==> config.mk <==
export PLATFORM = sky130hd
export DESIGN_NAME = sha256_stream_hasher_core
export DESIGN_NICKNAME = d
export VERILOG_FILES = /design/src/sha_pkg.sv /design/src/sha_engine.sv /design/src/sha256_stream_hasher_core.sv
export SDC_FILE = /design/constraint.sdc
export NUM_CORES = 2
export LEC_CHECK = 0
export BUFFER_PORTS_ARGS = -buffer_cell sky130_fd_sc_hd__buf_2
export CORE_ASPECT_RATIO = 0.75
export CORE_MARGIN = 1.5
export CORE_UTILIZATION = 60
export DETAILED_ROUTE_END_ITERATION = 6
export PLACE_DENSITY = 0.78
export SYNTH_ARGS = -nofsm -noshare
export SYNTH_HDL_FRONTEND = slang
export SYNTH_SLANG_ARGS = --single-unit
==> constraint.sdc <==
create_clock -name clk -period 25.2 [get_ports clk]
set_clock_uncertainty 0.15 [all_clocks]
set_input_delay 5.04 -clock clk [delete_from_list [all_inputs] [get_ports clk]]
set_output_delay 5.04 -clock clk [all_outputs]
set_load 0.05 [all_outputs]
==> src/sha_pkg.sv <==
// Shared types, constants and round functions for the streaming SHA-256 core.
package sha_pkg;

  typedef struct packed {
    logic       command;
    logic [7:0] data_byte;
  } sha_in_t;

  typedef struct packed {
    logic [31:0] digest_word;
    logic [2:0]  word_index;
    logic        last_word;
  } sha_out_t;

  localparam logic CMD_ABSORB = 1'b0;
  localparam logic CMD_FINISH = 1'b1;

  localparam logic [7:0] PAD_BYTE  = 8'h80;
  localparam logic [5:0] LEN_START = 6'd56;

  // Request from the controller to the compression engine
  typedef struct packed {
    logic start;
  } sha_eng_req_t;

  typedef struct packed {
    logic busy;
    logic done;
  } sha_eng_sts_t;

  localparam logic [31:0] ROUND_K [64] = '{
    32'h428a2f98, 32'h71374491, 32'hb5c0fbcf, 32'he9b5dba5,
    32'h3956c25b, 32'h59f111f1, 32'h923f82a4, 32'hab1c5ed5,
    32'hd807aa98, 32'h12835b01, 32'h243185be, 32'h550c7dc3,
    32'h72be5d74, 32'h80deb1fe, 32'h9bdc06a7, 32'hc19bf174,
    32'he49b69c1, 32'hefbe4786, 32'h0fc19dc6, 32'h240ca1cc,
    32'h2de92c6f, 32'h4a7484aa, 32'h5cb0a9dc, 32'h76f988da,
    32'h983e5152, 32'ha831c66d, 32'hb00327c8, 32'hbf597fc7,
    32'hc6e00bf3, 32'hd5a79147, 32'h06ca6351, 32'h14292967,
    32'h27b70a85, 32'h2e1b2138, 32'h4d2c6dfc, 32'h53380d13,
    32'h650a7354, 32'h766a0abb, 32'h81c2c92e, 32'h92722c85,
    32'ha2bfe8a1, 32'ha81a664b, 32'hc24b8b70, 32'hc76c51a3,
    32'hd192e819, 32'hd6990624, 32'hf40e3585, 32'h106aa070,
    32'h19a4c116, 32'h1e376c08, 32'h2748774c, 32'h34b0bcb5,
    32'h391c0cb3, 32'h4ed8aa4a, 32'h5b9cca4f, 32'h682e6ff3,
    32'h748f82ee, 32'h78a5636f, 32'h84c87814, 32'h8cc70208,
    32'h90befffa, 32'ha4506ceb, 32'hbef9a3f7, 32'hc67178f2
  };

  localparam logic [31:0] INIT_H [8] = '{
    32'h6a09e667, 32'hbb67ae85, 32'h3c6ef372, 32'ha54ff53a,
    32'h510e527f, 32'h9b05688c, 32'h1f83d9ab, 32'h5be0cd19
  };

  function automatic logic [31:0] rotr(input logic [31:0] v, input int n);
    rotr = (v >> n) | (v << (32 - n));
  endfunction

  function automatic logic [31:0] ssig0(input logic [31:0] x);
    ssig0 = rotr(x, 7) ^ rotr(x, 18) ^ (x >> 3);
  endfunction

  function automatic logic [31:0] ssig1(input logic [31:0] x);
    ssig1 = rotr(x, 17) ^ rotr(x, 19) ^ (x >> 10);
  endfunction

  function automatic logic [31:0] bsig0(input logic [31:0] x);
    bsig0 = rotr(x, 2) ^ rotr(x, 13) ^ rotr(x, 22);
  endfunction

  function automatic logic [31:0] bsig1(input logic [31:0] x);
    bsig1 = rotr(x, 6) ^ rotr(x, 11) ^ rotr(x, 25);
  endfunction

endpackage

==> src/sha_engine.sv <==
// Compression engine: schedule memory, working registers and hash words.
module sha_engine import sha_pkg::*; (
  input  logic         clk,
  input  logic         rst_n,
  input  sha_eng_req_t req,
  input  logic         wr_en,
  input  logic [3:0]   wr_addr,
  input  logic [31:0]  wr_data,
  input  logic         hash_reinit,
  input  logic [2:0]   hash_sel,
  output logic [31:0]  hash_word,
  output sha_eng_sts_t sts
);

  // 16-word rolling message schedule memory, one write and two reads a cycle
  logic [31:0] sched_mem [16];
  logic [31:0] rd_a_r, rd_b_r;

  logic [31:0] h_r [8];
  logic [31:0] va_r, vb_r, vc_r, vd_r, ve_r, vf_r, vg_r, vh_r;
  logic [31:0] w2_r, w7_r, w16_r;
  logic [6:0]  rnd_r;
  logic        busy_r, done_r;
  logic        prime_r;

  // Short delay line w[t-1] .. w[t-6] feeding w[t-7]
  logic [31:0] wd_r [6];
  logic [31:0] w_hist6;

  logic [5:0]  rnd;
  logic [31:0] w_cur, t1, t2;
  logic [3:0]  ws, rd_a_addr, rd_b_addr;
  logic        sched_we;
  logic [3:0]  sched_wa;
  logic [31:0] sched_wd;

  assign rnd     = rnd_r[5:0];
  assign ws      = rnd_r[3:0];
  assign w_hist6 = wd_r[5];

  // Schedule history: registers hold w[t-2], w[t-7], w[t-16]; read port a
  // supplies w[t-15] (slot t+1, read one round ahead).
  always_comb begin
    if (rnd < 6'd16) begin
      w_cur = rd_b_r;
    end else begin
      w_cur = ssig1(w2_r) + w7_r + ssig0(rd_a_r) + w16_r;
    end
  end

  assign t1 = vh_r + bsig1(ve_r) + ((ve_r & vf_r) ^ (~ve_r & vg_r)) + ROUND_K[rnd] + w_cur;
  assign t2 = bsig0(va_r) + ((va_r & vb_r) ^ (va_r & vc_r) ^ (vb_r & vc_r));

  // Read addresses: a = next w[t-15] slot, b = next message word;
  // the prime cycle fetches word 0
  assign rd_a_addr = (busy_r && !prime_r) ? (ws + 4'd2) : 4'd1;
  assign rd_b_addr = (busy_r && !prime_r) ? (ws + 4'd1) : 4'd0;

  always_comb begin
    sched_we = wr_en;
    sched_wa = wr_addr;
    sched_wd = wr_data;
    if (busy_r && !prime_r) begin
      sched_we = 1'b1;
      sched_wa = ws;
      sched_wd = w_cur;
    end
  end

  always_ff @(posedge clk) begin
    if (sched_we) begin
      sched_mem[sched_wa] <= sched_wd;
    end
    rd_a_r <= (sched_we && sched_wa == rd_a_addr) ? sched_wd : sched_mem[rd_a_addr];
    rd_b_r <= (sched_we && sched_wa == rd_b_addr) ? sched_wd : sched_mem[rd_b_addr];
  end

  always_ff @(posedge clk) begin
    if (!rst_n) begin
      busy_r  <= 1'b0;
      done_r  <= 1'b0;
      prime_r <= 1'b0;
      rnd_r   <= '0;
      for (int i = 0; i < 8; i++) h_r[i] <= INIT_H[i];
    end else begin
      done_r <= 1'b0;
      if (hash_reinit) begin
        for (int i = 0; i < 8; i++) h_r[i] <= INIT_H[i];
      end
      if (req.start && !busy_r) begin
        // prime step to get the first word out of the memory
        busy_r  <= 1'b1;
        prime_r <= 1'b1;
        rnd_r   <= '0;
        {va_r, vb_r, vc_r, vd_r} <= {h_r[0], h_r[1], h_r[2], h_r[3]};
        {ve_r, vf_r, vg_r, vh_r} <= {h_r[4], h_r[5], h_r[6], h_r[7]};
      end else if (busy_r && prime_r) begin
        prime_r <= 1'b0;
      end else if (busy_r) begin
        va_r <= t1 + t2; vb_r <= va_r; vc_r <= vb_r; vd_r <= vc_r;
        ve_r <= vd_r + t1; vf_r <= ve_r; vg_r <= vf_r; vh_r <= vg_r;
        w16_r <= rd_a_r;
        w7_r  <= w_hist6;
        w2_r  <= wd_r[0];
        rnd_r <= rnd_r + 7'd1;
        if (rnd == 6'd63) begin
          busy_r <= 1'b0;
          done_r <= 1'b1;
          h_r[0] <= h_r[0] + t1 + t2; h_r[1] <= h_r[1] + va_r;
          h_r[2] <= h_r[2] + vb_r;    h_r[3] <= h_r[3] + vc_r;
          h_r[4] <= h_r[4] + vd_r + t1; h_r[5] <= h_r[5] + ve_r;
          h_r[6] <= h_r[6] + vf_r;    h_r[7] <= h_r[7] + vg_r;
        end
      end
    end
  end

  always_ff @(posedge clk) begin
    if (busy_r && !prime_r) begin
      wd_r[0] <= w_cur;
      for (int i = 1; i < 6; i++) wd_r[i] <= wd_r[i-1];
    end
  end

  assign hash_word = h_r[hash_sel];
  assign sts.busy  = busy_r | prime_r;
  assign sts.done  = done_r;

`ifndef ASSERT_OFF
  a_done_after_busy: assert property (@(posedge clk) disable iff (!rst_n)
    sts.done |-> $past(busy_r)) else $error("done without a running block");
  a_no_start_busy: assert property (@(posedge clk) disable iff (!rst_n)
    busy_r |-> !wr_en) else $error("schedule write during compression");
  a_round_range: assert property (@(posedge clk) disable iff (!rst_n)
    busy_r |-> rnd_r < 7'd64) else $error("round counter overrun");
`endif

endmodule

==> src/sha256_stream_hasher_core.sv <==
// Streaming SHA-256 core: byte absorb, padding sequencer and digest output.
// Accepts one byte per item. Absorbed bytes are packed into 32-bit words and
// written into the 16-word schedule memory; every 64th byte starts a
// compression (a prime step, then 64 rounds, one round per cycle), during
// which input is stalled, so no new byte is taken until it is through. A
// finish item runs the padding sequencer one byte per cycle while the engine
// is idle (up to 72 pad bytes plus one or two compressions), then delivers
// eight digest words through an output register, word 0 first.
module sha256_stream_hasher_core import sha_pkg::*; (
  input  logic     clk,
  input  logic     rst_n,
  input  logic     in_valid,
  output logic     in_stall,
  input  sha_in_t  in_data,
  output logic     out_valid,
  input  logic     out_stall,
  output sha_out_t out_data
);

  typedef enum logic [4:0] {
    ST_IDLE = 5'b00001,
    ST_PAD  = 5'b00010,
    ST_LEN  = 5'b00100,
    ST_WAIT = 5'b01000,
    ST_OUT  = 5'b10000
  } state_t;

  state_t       state_r;
  logic [5:0]   fill_r;
  logic [63:0]  bits_r;
  logic [63:0]  len_r;
  logic [23:0]  word_r;
  logic [2:0]   len_idx_r;
  logic [2:0]   out_idx_r;
  logic         out_valid_r;
  sha_out_t     out_r;

  sha_eng_req_t eng_req;
  sha_eng_sts_t eng_sts;
  logic         wr_en;
  logic [31:0]  wr_data;
  logic         hash_reinit;
  logic [31:0]  hash_word;

  logic         push;
  logic [7:0]   push_byte;
  logic         in_acc;

  assign in_stall = (state_r != ST_IDLE) || eng_sts.busy;
  assign in_acc   = in_valid && !in_stall;

  // Byte source: input while idle, padding or length bytes in ST_PAD and ST_LEN
  always_comb begin
    push      = 1'b0;
    push_byte = 8'h00;
    unique case (state_r)
      ST_IDLE: begin
        push      = in_acc;
        push_byte = (in_data.command == CMD_FINISH) ? PAD_BYTE : in_data.data_byte;
      end
      ST_PAD: begin
        push = !eng_sts.busy && (fill_r != LEN_START);
      end
      ST_LEN: begin
        push      = !eng_sts.busy;
        push_byte = len_r[63 - 8*len_idx_r -: 8];
      end
      ST_WAIT, ST_OUT: ;
      default: ;
    endcase
  end

  assign wr_en       = push && (fill_r[1:0] == 2'b11);
  assign wr_data     = {word_r, push_byte};
  assign eng_req     = '{start: push && (fill_r == 6'd63)};

  logic [3:0] wr_addr;
  assign wr_addr = fill_r[5:2];

  logic start_r;
  always_ff @(posedge clk) begin
    if (!rst_n) begin
      start_r <= 1'b0;
    end else begin
      start_r <= eng_req.start;
    end
  end

  assign hash_reinit = (state_r == ST_OUT) && out_valid_r && !out_stall && out_r.last_word;

  always_ff @(posedge clk) begin
    if (!rst_n) begin
      state_r     <= ST_IDLE;
      fill_r      <= '0;
      bits_r      <= '0;
      len_idx_r   <= '0;
      out_idx_r   <= '0;
      out_valid_r <= 1'b0;
    end else begin
      if (push) begin
        fill_r <= fill_r + 6'd1;
        word_r <= {word_r[15:0], push_byte};
      end
      unique case (state_r)
        ST_IDLE: begin
          if (in_acc) begin
            if (in_data.command == CMD_FINISH) begin
              len_r  <= bits_r;
              state_r <= ST_PAD;
            end else begin
              bits_r <= bits_r + 64'd8;
            end
          end
        end
        ST_PAD: begin
          if (fill_r == LEN_START && !eng_sts.busy) begin
            state_r   <= ST_LEN;
            len_idx_r <= '0;
          end
        end
        ST_LEN: begin
          if (push) begin
            len_idx_r <= len_idx_r + 3'd1;
            if (len_idx_r == 3'd7) state_r <= ST_WAIT;
          end
        end
        ST_WAIT: begin
          if (!eng_sts.busy && !eng_req.start && !start_r) begin
            state_r   <= ST_OUT;
            out_idx_r <= '0;
          end
        end
        ST_OUT: begin
          if (!out_valid_r || !out_stall) begin
            if (out_valid_r && out_r.last_word) begin
              out_valid_r <= 1'b0;
              state_r     <= ST_IDLE;
              bits_r      <= '0;
              fill_r      <= '0;
            end else begin
              out_valid_r       <= 1'b1;
              out_r.digest_word <= hash_word;
              out_r.word_index  <= out_idx_r;
              out_r.last_word   <= (out_idx_r == 3'd7);
              out_idx_r         <= out_idx_r + 3'd1;
            end
          end
        end
        default: state_r <= ST_IDLE;
      endcase
    end
  end

  sha_engine u_engine (
    .clk         (clk),
    .rst_n       (rst_n),
    .req         (eng_req),
    .wr_en       (wr_en),
    .wr_addr     (wr_addr),
    .wr_data     (wr_data),
    .hash_reinit (hash_reinit),
    .hash_sel    (out_idx_r),
    .hash_word   (hash_word),
    .sts         (eng_sts)
  );

  assign out_valid = out_valid_r;
  assign out_data  = out_r;

`ifndef ASSERT_OFF
  a_out_only_in_out: assert property (@(posedge clk) disable iff (!rst_n)
    out_valid_r |-> state_r == ST_OUT) else $error("result outside output phase");
  a_no_accept_busy: assert property (@(posedge clk) disable iff (!rst_n)
    eng_sts.busy |-> in_stall) else $error("input taken during compression");
  a_len_aligned: assert property (@(posedge clk) disable iff (!rst_n)
    (state_r == ST_LEN && push && len_idx_r == 3'd0) |-> fill_r == LEN_START)
    else $error("length field misaligned");
`endif

endmodule

# Word-level counts from Yosys, hierarchy flattened
# Memory sizes are Yosys's and may differ from the RTL's. A register that Yosys moved wholly into a read port is not among the register bits.
# Index checks and enable logic that the tools add are counted.
# Widths: inputs -> output; s select.
[word_totals]
regBits = 504
ram_bits = 960
rom_bits = 2048
in_bits = 13
elab_cells = 270
mem_count = 4
[op_classes]
addsub = 28
n_lt_le_gt_ge = 2
n_eq_ne = 24
shift = 1
muxes = 97
bitwise_logic = 49
n_reduce_logical = 41
[memory_table]
columns = ["name", "depth", "word_bits", "rd", "rd_ports_with_merged_regs", "wr", "line", "source"]
rows = [
  ["(no name shown)", 64, 32, 1, 0, 0, "sha_engine.sv:51", "assign t1 = vh_r + bsig1(ve_r) + ((ve_r & vf_r) ^ (~ve_r & vg_r)) + ROUND_K[rnd] + w_cur;"],
  ["u_engine.sched_mem", 16, 32, 2, 2, 1, "sha_engine.sv:16", "logic [31:0] sched_mem [16];"],
  ["u_engine.h_r", 8, 32, 9, 1, 8, "sha_engine.sv:19", "logic [31:0] h_r [8];"],
  ["u_engine.wd_r", 6, 32, 6, 1, 6, "sha_engine.sv:27", "logic [31:0] wd_r [6];"],
]
[op_table]
columns = ["cell", "count"]
rows = [
  ["$mux 32", 44],
  ["$add 32x32->32", 20],
  ["$xor 32x32->32", 9],
  ["$mux 64", 4],
  ["$and 32x32->32", 5],
  ["$pmux 64 s2", 1],
  ["$shiftx 71x33->8", 1],
  ["$add 64x4->64 const B", 1],
  ["$mux 5", 8],
  ["$not 32->32", 1],
  ["$or 10x32->32", 1],
  ["$or 13x32->32", 1],
  ["$or 14x32->32", 1],
  ["$or 15x32->32", 1],
  ["$or 19x32->32", 1],
  ["$or 21x32->32", 1],
  ["$or 25x32->32", 1],
  ["$or 26x32->32", 1],
  ["$or 30x32->32", 1],
  ["$or 7x32->32", 1],
  ["$xor 32x22->32", 1],
  ["$xor 32x29->32", 1],
  ["$pmux 5 s5", 1],
  ["$mux 6", 4],
  ["40 further kinds", 131],
]

# Depth between registers and ports, before layout
[logic_depth]
word_depth = 12
mapped_depth = 53
ltp_nobuf = 50

# By module
# A second synthesis with hierarchy kept.
[hier_totals]
hier_cells = 7796
hier_area_um2 = 92248.5
[modules_own_cells]
columns = ["module", "instances", "cells_per_inst", "area_per_inst_um2", "seq_area_each_um2"]
rows = [
  ["sha_engine", 1, 7120, 83924.2, 39417.8],
  ["sha256_stream_hasher_core", 1, 676, 8324.2, 5235.0],
]

# Worst setup path after synthesis
# OpenSTA, ideal clock, no wires.
[synth_timing]
path_type = "input port to flip-flop"
start = "in in_valid"
end = "reg u_engine.va_r[0], enable pin"
arrival_ns = 18.770
t_required_ns = 24.091
setup_slack_ns = 5.321
cell_stages = 8
path_cell_list = "nand2_1 -> a31oi_1 -> and2_1 -> and3_1 -> clkbuf_1 -> nand3_1 -> clkbuf_1 -> a21oi_1"
[synth_between]
elab_chain_len = 6
[synth_rtl]
columns = ["element", "line", "source"]
rows = [
  ["start: declaration", "sha256_stream_hasher_core.sv:12", "input logic in_valid,"],
  ["$logic_and 1x1->1 (*)", "sha256_stream_hasher_core.sv:50", "assign in_acc = in_valid && !in_stall;"],
  ["$pmux 1 s3 (*)", "sha256_stream_hasher_core.sv:56", "unique case (state_r)"],
  ["$logic_and 1x1->1 (*)", "sha256_stream_hasher_core.sv:75", "assign eng_req = '{start: push && (fill_r == 6'd63)};"],
  ["$logic_and 1x1->1 (*)", "sha_engine.sv:90", "if (req.start && !busy_r) begin"],
  ["$ne 2x1->1 (no source line) / $reduce_bool 2->1 (equally long branches)", "-", ""],
  ["$reduce_and 3->1 (no source line) (*)", "-", ""],
  ["end signal: assignment", "sha_engine.sv:95", "{va_r, vb_r, vc_r, vd_r} <= {h_r[0], h_r[1], h_r[2], h_r[3]};"],
  ["end signal: assignment", "sha_engine.sv:100", "va_r <= t1 + t2; vb_r <= va_r; vc_r <= vb_r; vd_r <= vc_r;"],
  ["end: declaration", "sha_engine.sv:20", "logic [31:0] va_r, vb_r, vc_r, vd_r, ve_r, vf_r, vg_r, vh_r;"],
]
# Mark *: on every way between the ends. The rest lies on a longest branch, timed or not.
# A chain may end at the register's enable or synchronous reset.

==> impl_metrics.json <==
{
  "rsz0062_at_grt": "false",
  "die_h_um": 340.5,
  "cts_resized": 0,
  "period_minus_slack_ps": 14750,
  "drive_above_1_share_pct": 12.46,
  "power.density_nw_per_um2": 56.86,
  "cts_tree": "built",
  "grt_pass1_vias": 61860,
  "rows": 123,
  "synth.yosys.seq_area_share_pct": 48.98,
  "antenna_found_initial": 4,
  "port_buffers": 50,
  "hold_violations": 0,
  "die_width_um": 453.0,
  "clk_latency_ps": 840,
  "synthFlopType": "edfxtp_1",
  "relSlewSlack_pct": 7.727,
  "dieArea_um2": 154300,
  "drt_iter0_markers": 8976,
  "stdcell_area_um2": 99170,
  "path_common_cell": "fa_1",
  "syn_avg_cell_area_um2": 12.04,
  "critPathKind": "flop to flop",
  "routed_wirelength_um": 271600,
  "ys_warn_count": 0,
  "worst-slew-pin-transition_ps": 1375,
  "cts_inserted_buffers": 154,
  "cts_setup_buffers": 0,
  "cts.sinks": 1529,
  "synth_enable_flop_cells": 1401,
  "grt_max_degree": 136,
  "yosys.area.top_type": "edfxtp_1",
  "cp-end-kind": "flop",
  "hold_buffers": 0,
  "core_region_area_um2": 150400,
  "synthesis.nets": 8245,
  "first_pass_iters": 7,
  "timing.final.crit_share_pct": 58.55,
  "area_delta_synth_final_pct": 8.828,
  "path_max_fanout": 48,
  "grt_use_total_pct": 35.24,
  "maxCapViolCount": 0,
  "synth.distinct_cells": 87,
  "crit_required_ps": 25790,
  "fin_tns_setup_ps": 0,
  "violations": "DRC",
  "route.detailed.drc": 1,
  "arrival_ps": 15340,
  "worst_ir_drop_vdd_mv": 0.06797,
  "synth_area_leaders": "edfxtp_1, mux4_2, ha_1",
  "gp_congestion": 1.019,
  "clk_path_buf_depth": 3,
  "num_vias": 64010,
  "synthArstFlopShare_pct": 0,
  "drv_slew": 0,
  "htreeDepth": 4,
  "ctsRootBufferMaster": "clkbuf_16",
  "hold_path.class": "flop to flop",
  "boundaryPins": 51,
  "start_util_pct": 60.61,
  "clkTransAtPathRegs_ps": 60,
  "outcome": "complete, but fails checks",
  "grt_pass1_wl_um": 401600,
  "dpl.hpwl_um": 190100,
  "routed_via_density": 6.595,
  "wl_per_cell_um": 27.98,
  "place_area_um2": 93900,
  "cp-start-kind": "flop",
  "synth_area_um2": 91130,
  "grt_overflow": 0,
  "detail-route-antenna-nets": 0,
  "max_stage_delay_ps": 1000,
  "cp_slowest_cell": "dfxtp_4",
  "fin_nets": 8246,
  "syn_inst": 7568,
  "p_leak_nw": 36.45,
  "synth_top_area_share_pct": 46.17,
  "finalSetupViolCount": 0,
  "synth_seq_cells": 1529,
  "fmax_mhz": 67.77
}
==> flip-flops by register name, summed over array words and instances (netlist names), 36 cells and up, named ones only <==
register and count:
u_engine.wd_r 192, u_engine.h_r 256, out_data 36, len_r 61, bits_r 61, u_engine.sched_mem 512
==> path summary, 6_finish.rpt <==
path | slack (ps) | cells past startpoint | endpoint | startpoint
worst max-delay path | 10450 | 44 | u_engine.h_r[0][31]$_SDFFE_PP0P_ | flop
worst min-delay path | 260 | 0 | u_engine.wd_r[4][17]$_DFFE_PP_ | u_engine.wd_r[3][17]$_DFFE_PP_
worst max register to register | 10450 | 44 | u_engine.h_r[0][31]$_SDFFE_PP0P_ | flop
worst min register to register | 260 | 0 | u_engine.wd_r[4][17]$_DFFE_PP_ | u_engine.wd_r[3][17]$_DFFE_PP_
==> final cells by class <==
class / count / area (µm²)
Timing Repair Buffer: 188 / 1299
Multi-Input combinational cell: 5223 / 43650
Inverter: 473 / 1783
Antenna cell: 7 / 17.52
Fill cell: 10876 / 51180
Clock inverter: 101 / 1204
Tap cell: 2000 / 2502
Clock buffer: 185 / 4050
Sequential cell: 1529 / 44670
==> kinds of logic (layout without fill, tap and decap cells) <==
logic type	Yosys count	count (layout)	synth area share (%)
other cells	0	7	0
compound gates	1400	1400	9.608
xor+xnor	656	656	6.313
simple gates	1986	1986	9.515
buf+inv	816	947	3.371
flops	1529	1529	48.98
fa+ha+maj	695	695	11.34
mux	486	486	10.87
==> power by group <==
group	internal [mW]	total [mW]	switching, mW	leakage (nW)
registers	2.83	2.86	0.0282	13.6
clock network	1.36	2.42	1.06	2.57
logic	0.118	0.359	0.241	20.3
==> cells in the mapped netlist, types with 13 or more instances <==
| library cell | instances |
|---|---|
| mux2_2 | 40 |
| a211oi_1 | 42 |
| edfxtp_1 | 1401 |
| a21o_1 | 187 |
| and2_1 | 26 |
| nand3_1 | 88 |
| nor2_1 | 441 |
| o21ai_0 | 341 |
| nand2b_1 | 68 |
| o21a_1 | 38 |
| o31ai_1 | 19 |
| or3_1 | 45 |
| maj3_1 | 31 |
| mux4_2 | 399 |
| a21oi_1 | 433 |
| nor4_1 | 14 |
| nand2_1 | 1015 |
| inv_1 | 471 |
| nor3_1 | 81 |
| and4_1 | 14 |
| nor2b_1 | 66 |
| and3_1 | 50 |
| o211ai_1 | 35 |
| mux2i_1 | 47 |
| o21bai_1 | 60 |
| xnor2_1 | 391 |
| or2_2 | 17 |
| a311oi_1 | 17 |
| clkbuf_1 | 283 |
| fa_1 | 229 |
| buf_1 | 58 |
| a21boi_0 | 15 |
| xor2_1 | 264 |
| a22oi_1 | 13 |
| dfxtp_1 | 128 |
| ha_1 | 435 |
| a31oi_1 | 55 |
| a211o_1 | 14 |
| nand4_1 | 21 |
==> per-stage QoR <==
step | power (mW) | utilization (%) | cells | hold slack, ps | setup WS [ps]
final | 5.639 | 65.96 | 9706 | 259.7 | 10450
after global routing | 5.777 | 65.95 | 9699 | 267.8 | 9572
after CTS | 5.648 | 65.95 | 9699 | 261.1 | 10400
after detailed placement | 3.260 | 62.45 | 9413 | 254.5 | 10680
after global placement | 3.249 | 62.45 | 9413 | 250.4 | 10710
after floorplan | 3.137 | - | 7568 | 250.3 | 5321
==> layout by cell type (no fill, tap or decap), drive strengths merged, types with 50 or more instances in the layout <==
cell type / count
a21oi: 433
nor2: 444
a21o: 187
clkbuf: 185
fa: 229
nand2b: 68
inv: 479
a31oi: 56
edfxtp: 1401
nor3: 81
nor2b: 66
nand2: 1015
o21ai: 345
ha: 435
and3: 50
dfxtp: 128
o21bai: 60
clkinv: 73
nand3: 88
mux4: 399
xnor2: 392
xor2: 264
buf: 188
==> routing by layer <==
metal	up-vias	track usage (%)	routed length [µm]
met3	536	13.16	41130
met4	8	9.585	7579
met1	31555	52.98	111200
li1	27664	-	-
met5	-	0.8272	200
met2	4247	47.84	111500
==> critical path, delay by kind of cell, from the launching register on <==
kind,cells,cell delay (ps)
AO/OA/AOI/OAI,14,3370
AND/OR/NAND/NOR,9,2050
XOR/XNOR,6,1330
flip-flops,1,1000
adder cells (fa/ha/maj),8,3540
buffers and inverters,5,1860
multiplexers,2,1210
Note: power is estimated with default switching activity, not from simulation.
